`src/rtl/core/tcw_pkg.sv`:
```
// Shared types, constants and arithmetic helpers for the triclinic cell wrap.
// No dependencies; imported by tcw_derive and triclinic_cell_wrap.
`default_nettype none

package tcw_pkg;

    localparam int TermW = 41;
    localparam int OperW = 43;
    localparam int ProdW = 86;

    // Register indexes (byte address bits [4:2])
    localparam logic [2:0] REG_BOX_A_X = 3'd0;
    localparam logic [2:0] REG_BOX_B_X = 3'd1;
    localparam logic [2:0] REG_BOX_B_Y = 3'd2;
    localparam logic [2:0] REG_BOX_C_X = 3'd3;
    localparam logic [2:0] REG_BOX_C_Y = 3'd4;
    localparam logic [2:0] REG_BOX_C_Z = 3'd5;

    // Derivation steps, in execution order
    localparam logic [3:0] STEP_RECIP_A   = 4'd0;
    localparam logic [3:0] STEP_RECIP_B   = 4'd1;
    localparam logic [3:0] STEP_RECIP_C   = 4'd2;
    localparam logic [3:0] STEP_NEG_BX_R0 = 4'd3;
    localparam logic [3:0] STEP_T3        = 4'd4;
    localparam logic [3:0] STEP_BX_R1     = 4'd5;
    localparam logic [3:0] STEP_W         = 4'd6;
    localparam logic [3:0] STEP_W_R0      = 4'd7;
    localparam logic [3:0] STEP_T4        = 4'd8;
    localparam logic [3:0] STEP_NEG_CY_R1 = 4'd9;
    localparam logic [3:0] STEP_T5        = 4'd10;

    typedef enum logic [3:0] {
        D_IDLE  = 4'b0001,
        D_SETUP = 4'b0010,
        D_ITER  = 4'b0100,
        D_STORE = 4'b1000
    } dstate_t;

    typedef logic [5:0][TermW-1:0] term_vec_t;

    typedef struct packed {
        logic busy;
        logic done;
    } deriv_stat_t;

    localparam logic signed [TermW-1:0] T41_MAX = {1'b0, {(TermW-1){1'b1}}};
    localparam logic signed [TermW-1:0] T41_MIN = {1'b1, {(TermW-1){1'b0}}};

    // Clamp a wide product to the 41 bit signed range
    function automatic logic signed [TermW-1:0] sat41(input logic signed [ProdW-1:0] v);
        logic all_one;
        logic all_zero;
        all_one  = &v[ProdW-1:TermW-1];
        all_zero = ~|v[ProdW-1:TermW-1];
        if (all_one || all_zero)
            return v[TermW-1:0];
        else
            return v[ProdW-1] ? T41_MIN : T41_MAX;
    endfunction

    // Coordinate times low 32 bits of a term (unsigned part)
    function automatic logic signed [64:0] pp_lo(input logic signed [31:0] c,
                                                 input logic signed [TermW-1:0] t);
        return 65'(c) * 65'($signed({1'b0, t[31:0]}));
    endfunction

    // Coordinate times high 9 bits of a term (signed part, weight 2^32)
    function automatic logic signed [40:0] pp_hi(input logic signed [31:0] c,
                                                 input logic signed [TermW-1:0] t);
        return 41'(c) * 41'($signed(t[TermW-1:32]));
    endfunction

    // Floor of the summed products over 2^48, low 32 bits
    function automatic logic [31:0] shift_count(
        input logic signed [64:0] lo0, input logic signed [40:0] hi0,
        input logic signed [64:0] lo1, input logic signed [40:0] hi1,
        input logic signed [64:0] lo2, input logic signed [40:0] hi2);
        logic signed [79:0] acc;
        acc = 80'(lo0) + (80'(hi0) <<< 32) + 80'(lo1) + (80'(hi1) <<< 32)
            + 80'(lo2) + (80'(hi2) <<< 32);
        return acc[79:48];
    endfunction

endpackage

`default_nettype wire

```
`src/rtl/core/tcw_derive.sv`:
```
// Sequencer that derives the six inverse box terms with a serial divider and a
// serial multiplier. Depends on tcw_pkg.
`default_nettype none

module tcw_derive
    import tcw_pkg::*;
(
    input  wire logic               clk,
    input  wire logic               rst_n,
    input  wire logic               start,
    input  wire logic        [30:0] box_a_x,
    input  wire logic signed [31:0] box_b_x,
    input  wire logic        [30:0] box_b_y,
    input  wire logic signed [31:0] box_c_x,
    input  wire logic signed [31:0] box_c_y,
    input  wire logic        [30:0] box_c_z,
    output term_vec_t               terms,
    output deriv_stat_t             stat
);

    localparam logic [5:0] LastDivBit = 6'd48;
    localparam logic [5:0] LastMulBit = 6'd42;

    dstate_t state_reg;
    logic [3:0] step_reg;
    logic [5:0] cnt_reg;

    logic        [48:0] dnum_reg;
    logic        [48:0] dquo_reg;
    logic        [31:0] drem_reg;
    logic        [30:0] ddiv_reg;

    logic signed [ProdW-1:0] mcand_reg;
    logic signed [ProdW-1:0] acc_reg;
    logic        [OperW-1:0] mplier_reg;
    logic signed [OperW-1:0] m_reg;
    logic signed [TermW-1:0] term_reg [6];

    logic                    is_div;
    logic        [30:0]      dv_sel;
    logic signed [OperW-1:0] opa;
    logic signed [OperW-1:0] opb;
    logic        [31:0]      rem_sh;
    logic                    rem_ge;
    logic signed [ProdW-1:0] addend;
    logic signed [ProdW-1:0] shifted;
    logic signed [TermW-1:0] quo_sat;
    logic signed [TermW-1:0] mul_sat;
    logic                    last_bit;

    assign is_div = (step_reg < STEP_NEG_BX_R0);

    // Select divisor and multiply operands for the current step
    always_comb
    begin
        case (step_reg)
            STEP_RECIP_B: dv_sel = box_b_y;
            STEP_RECIP_C: dv_sel = box_c_z;
            default:      dv_sel = box_a_x;
        endcase
        opa = m_reg;
        opb = OperW'(term_reg[0]);
        case (step_reg)
            STEP_NEG_BX_R0:
            begin
                opa = -OperW'(box_b_x);
                opb = OperW'(term_reg[0]);
            end
            STEP_T3:        opb = OperW'(term_reg[1]);
            STEP_BX_R1:
            begin
                opa = OperW'(box_b_x);
                opb = OperW'(term_reg[1]);
            end
            STEP_W:         opb = OperW'(box_c_y);
            STEP_W_R0:      opb = OperW'(term_reg[0]);
            STEP_T4:        opb = OperW'(term_reg[2]);
            STEP_NEG_CY_R1:
            begin
                opa = -OperW'(box_c_y);
                opb = OperW'(term_reg[1]);
            end
            STEP_T5:        opb = OperW'(term_reg[2]);
            default:        opb = OperW'(term_reg[0]);
        endcase
    end

    // Datapath for one iteration and for the result write
    always_comb
    begin
        rem_sh   = {drem_reg[30:0], dnum_reg[48]};
        rem_ge   = (rem_sh >= {1'b0, ddiv_reg});
        addend   = mplier_reg[0] ? mcand_reg : '0;
        last_bit = is_div ? (cnt_reg == LastDivBit) : (cnt_reg == LastMulBit);
        case (step_reg)
            STEP_NEG_BX_R0, STEP_BX_R1, STEP_W_R0, STEP_NEG_CY_R1: shifted = acc_reg >>> 16;
            default:                                               shifted = acc_reg >>> 32;
        endcase
        mul_sat = sat41(shifted);
        if (ddiv_reg == '0)
            quo_sat = '0;
        else if (dquo_reg > 49'(T41_MAX))
            quo_sat = T41_MAX;
        else
            quo_sat = dquo_reg[TermW-1:0];
    end

    // Control: step through divisions, then the multiply chain
    always_ff @(posedge clk or negedge rst_n)
    begin
        if (!rst_n)
        begin
            state_reg <= D_IDLE;
            step_reg  <= STEP_RECIP_A;
            cnt_reg   <= '0;
            for (int i = 0; i < 6; i++)
                term_reg[i] <= '0;
        end
        else
        begin
            case (state_reg)
                D_IDLE:
                begin
                    if (start)
                    begin
                        state_reg <= D_SETUP;
                        step_reg  <= STEP_RECIP_A;
                    end
                end
                D_SETUP:
                begin
                    cnt_reg   <= '0;
                    state_reg <= D_ITER;
                end
                D_ITER:
                begin
                    cnt_reg <= cnt_reg + 6'd1;
                    if (last_bit)
                        state_reg <= D_STORE;
                end
                D_STORE:
                begin
                    if (is_div)
                        term_reg[step_reg[2:0]] <= quo_sat;
                    else if (step_reg == STEP_T3)
                        term_reg[3] <= mul_sat;
                    else if (step_reg == STEP_T4)
                        term_reg[4] <= mul_sat;
                    else if (step_reg == STEP_T5)
                        term_reg[5] <= mul_sat;
                    if (step_reg == STEP_T5)
                        state_reg <= D_IDLE;
                    else
                    begin
                        step_reg  <= step_reg + 4'd1;
                        state_reg <= D_SETUP;
                    end
                end
                default: state_reg <= D_IDLE;
            endcase
        end
    end

    // Divider and multiplier working registers
    always_ff @(posedge clk)
    begin
        case (state_reg)
            D_SETUP:
            begin
                ddiv_reg   <= dv_sel;
                dnum_reg   <= (49'd1 << 48) + 49'(dv_sel >> 1);
                drem_reg   <= '0;
                dquo_reg   <= '0;
                mcand_reg  <= ProdW'(opa);
                mplier_reg <= opb;
                acc_reg    <= '0;
            end
            D_ITER:
            begin
                if (is_div)
                begin
                    dnum_reg <= {dnum_reg[47:0], 1'b0};
                    drem_reg <= rem_ge ? (rem_sh - {1'b0, ddiv_reg}) : rem_sh;
                    dquo_reg <= {dquo_reg[47:0], rem_ge};
                end
                else
                begin
                    acc_reg    <= (cnt_reg == LastMulBit) ? acc_reg - addend : acc_reg + addend;
                    mcand_reg  <= mcand_reg <<< 1;
                    mplier_reg <= mplier_reg >> 1;
                end
            end
            D_STORE:
            begin
                if (step_reg == STEP_W)
                    m_reg <= OperW'(shifted) - OperW'(box_c_x);
                else if (!is_div)
                    m_reg <= OperW'(mul_sat);
            end
            default:
            begin
                m_reg <= m_reg;
            end
        endcase
    end

    always_comb
    begin
        for (int i = 0; i < 6; i++)
            terms[i] = term_reg[i];
    end

    assign stat.busy = (state_reg != D_IDLE);
    assign stat.done = (state_reg == D_STORE) && (step_reg == STEP_T5);

endmodule

`default_nettype wire

```
`config.mk`:
```
export PLATFORM = sky130hd
export DESIGN_NAME = tcw_derive
export DESIGN_NICKNAME = d
export VERILOG_FILES = /design/src/rtl/core/tcw_pkg.sv /design/src/rtl/core/tcw_derive.sv
export SDC_FILE = /design/constraint.sdc
export NUM_CORES = 2
export LEC_CHECK = 0
export BUFFER_PORTS_ARGS = -buffer_cell sky130_fd_sc_hd__buf_2
export CORE_ASPECT_RATIO = 1.75
export CORE_MARGIN = 2
export CORE_UTILIZATION = 57
export CTS_CLUSTER_DIAMETER = 60
export CTS_CLUSTER_SIZE = 40
export DETAILED_ROUTE_END_ITERATION = 8
export GPL_TIMING_DRIVEN = 0
export PLACE_DENSITY = 0.89
export SETUP_SLACK_MARGIN = 0.1
export SYNTH_ARGS = -nofsm -noshare
export SYNTH_HDL_FRONTEND = slang
export SYNTH_SLANG_ARGS = --single-unit
```
`constraint.sdc`:
```
create_clock -name clk -period 24.7 [get_ports clk]
set_clock_uncertainty 0.1 [all_clocks]
set_input_delay 2.47 -clock clk [delete_from_list [all_inputs] [get_ports clk]]
set_output_delay 2.47 -clock clk [all_outputs]
set_load 0.03 [all_outputs]
```
==> impl_metrics.json <==
{
  "synth_top_area_share_pct": 29.8,
  "critPathArrivalTime_ns": 10.69,
  "die_x_um": 210,
  "end_kind": "register",
  "ys_top_cells_by_count": "nand2_1 (586), o21ai_0 (501), nor2_1 (428), edfxtp_1 (418), a21oi_1 (274)",
  "status": "finished, violations left",
  "finalHoldViolCount": 0,
  "finalCritPeriodShare_pct": 42.4,
  "p_total_mw": 3.74,
  "reg2reg_to": "acc_reg[84]$_SDFFCE_PN0P_",
  "clkTransAtPathRegs_ns": 0.13,
  "whs_ns": 0.395,
  "dr.pass1.iters": 9,
  "syn_nets": 4985,
  "fin_crit_ns": 10.48,
  "peakVddDrop_mv": 0.105,
  "largest_reg_flops": 246,
  "cts_hold_buffers": 0,
  "synth-edff-count": 418,
  "multi_input_area_um2": 21500,
  "whs_path_depth": 2,
  "wirelength_mm": 168,
  "startpoint_type": "register",
  "worst_path_max_delay_cell": "nor3_1",
  "drive_gt1_share_pct": 12.6,
  "violations": "design-rule violations, max-capacitance violations",
  "grt_pass1_wl_mm": 246,
  "ys_warn_count": 0,
  "dp_hpwl_mm": 131,
  "overflow": 0,
  "cts_sinks": 678,
  "insertion_delay_ns": 0.66,
  "avgSynthCellArea_um2": 9.12,
  "tritoncts": "done",
  "min_from": "terms[237]$_DFFE_PN0P_",
  "fmax_mhz": 95.5,
  "finalWeightedCongestion": 1.05,
  "ioPinCount": 440,
  "crit_type": "register to register",
  "drt_iter0_drc": 4871,
  "area_growth_pct": 12.4,
  "cts.path.max_buffers": 3,
  "async_reset_ff_share_pct": 38.3,
  "antenna_found_initial": 30,
  "clockRootBuffer": "clkbuf_16",
  "core_um2": 73100,
  "powerDensity_nw_per_um2": 78.9,
  "post_cts_buffers": 0,
  "rows": 131,
  "finalSetupViolCount": 0,
  "synth.distinct_cells": 94,
  "hold_end": "terms[237]$_DFFE_PN0P_",
  "die_y_um": 364,
  "r2r_cells": 27,
  "first_global_vias": 40300,
  "yosys-top-cells-area": "edfxtp_1 (30%), dfrtp_1 (15%), o21ai_0 (5.9%), nand2_1 (5.2%), ha_1 (5.0%)",
  "worst_pin_slew_ns": 1.46,
  "start_util_pct": 57.6,
  "via_per_inst": 6.74,
  "die_area_um2": 76200,
  "cts_resized": 0,
  "synth_ff_type": "edfxtp_1",
  "ant_nets": 0,
  "synth_most_common_cell": "nand2_1",
  "rsz0062_at_grt": "false",
  "cts_buffers": 37,
  "critPathMaxFanout": 10,
  "synth_area_leader_cell": "edfxtp_1",
  "syn_inst": 4622,
  "vias": 41100,
  "grt_max_degree": 107,
  "slew_headroom_pct": 1.58,
  "cp_data_required_time_ns": 24.92,
  "timing.rr.start": "mplier_reg[0]$_DFFE_PP_",
  "io_buffers": 438,
  "avgRoutedWirePerCell_um": 27.5,
  "r2r_slack_ns": 14.22,
  "htree_levels": 2,
  "ys_seq_area_share_pct": 45.2,
  "min_path_type": "register to register",
  "synth-seq-cells": 678,
  "final_nets": 5479,
  "maxCapViolations": 1,
  "total_leakage_power_nw": 20.1,
  "startpoint": "mplier_reg[0]$_DFFE_PP_",
  "slowest_delay_ns": 0.97,
  "route.detailed.drc": 6,
  "synth_area_um2": 42100,
  "regArea_um2": 19100,
  "fill_cells": 6044,
  "maxSlewViolCount": 0,
  "gr-usage-all-layers_pct": 43.4
}
-- final cells by class --
type	instances	share of cell area (%)
timing repair buffer	455	5.43
tap	931	2.46
multi-input combinational	3530	45.4
sequential	678	40.2
clock inverter	26	0.951
inverter	130	1.03
clock buffer	41	1.99
antenna	20	0.106
buffer	284	2.37
-- report_power, final --
part	switching, mW	total (mW)	internal (mW)
combinational	0.914	1.39	0.480
sequential	0.144	1.56	1.42
clock	0.466	0.780	0.314
total	1.52	3.74	2.21
-- per-stage QoR --
stage | setup TNS [ns] | cells | setup slack, ns | util [%] | instance area (um^2)
final | 0 | 6095 | 14.22 | 64.8 | 47400
after global routing | 0 | 6081 | 14.13 | 64.7 | 47300
after CTS | 0 | 6074 | 14.62 | 64.7 | 47300
after detailed placement | 0 | 6007 | 14.69 | 62.8 | 45900
after global placement | -304.59 | 5991 | -1.46 | 62.2 | 45500
after floorplan | 0 | 4622 | 7.09 | - | 42100
-- how the worst max path moves through the flow --
stage / cells after the start / endpoint
global placement: 6 / acc_reg[55]$_SDFFCE_PN0P_
floorplan: 6 / acc_reg[0]$_SDFFCE_PN0P_
CTS: 27 / acc_reg[84]$_SDFFCE_PN0P_
finish: 27 / acc_reg[84]$_SDFFCE_PN0P_
detailed placement: 27 / acc_reg[84]$_SDFFCE_PN0P_
global route: 27 / acc_reg[84]$_SDFFCE_PN0P_
-- cells by family after synthesis --
family | share of synthesized area (%)
and+or+nand+nor | 17.8
adders and majority gates | 5.13
AOI/OAI and AO/OA | 20.9
muxes | 2.73
xor gates and xnor gates | 4.41
buffers and inverters | 3.82
DFF | 45.2
-- critical path, delay by kind of cell, from the launching register on --
| kind | cells | cell delay, ns |
|---|---|---|
| buf+inv | 6 | 3.26 |
| simple gates | 10 | 2.95 |
| fa+ha+maj | 2 | 0.73 |
| flops | 1 | 0.44 |
| compound gates | 9 | 2.62 |
-- layer usage --
metal,up-vias,track usage [%],part of all wire [%],wire length (um)
met4,16,42.7,12,20300
met3,984,10.3,10,16900
li1,17900,-,-,-
met2,2858,72.0,47,78500
met1,19300,44.4,31,51900
met5,-,0,0.067,112
-- placed cells by master (no fill, tap or decap), types with 12 or more instances in the layout --
cell type  Yosys  final
nand2b_1      35     35
diode_2        0     20
clkbuf_16      0     37
o31ai_1       28     28
nor4_1        41     41
a31oi_1       88     88
nand2_1      586    586
a21o_1       132    132
a221oi_1      16     16
xor2_1        86     86
clkbuf_1     257    261
o41ai_1       15     15
a21oi_1      274    274
a211oi_1      26     26
o21bai_1      63     63
mux2i_1       34     34
dfrtp_1      259    259
and3_1        19     19
nand4_1       56     56
edfxtp_1     418    418
or4_1         21     21
a22oi_1       47     47
mux2_2        72     72
o211ai_1      21     21
or3_1         42     42
nor3_1       102    100
o21ai_0      501    499
and2_1        87     87
o21ai_1       13     13
ha_1         168    168
xnor2_1      126    126
nor2_1       428    427
nor2b_1       23     23
buf_2          8    445
nand3_1      143    143
o21a_1        39     39
buf_1         12     12
inv_1        129    128
a222oi_1      37     37
No activity file was read; power rests on OpenSTA's default activity.
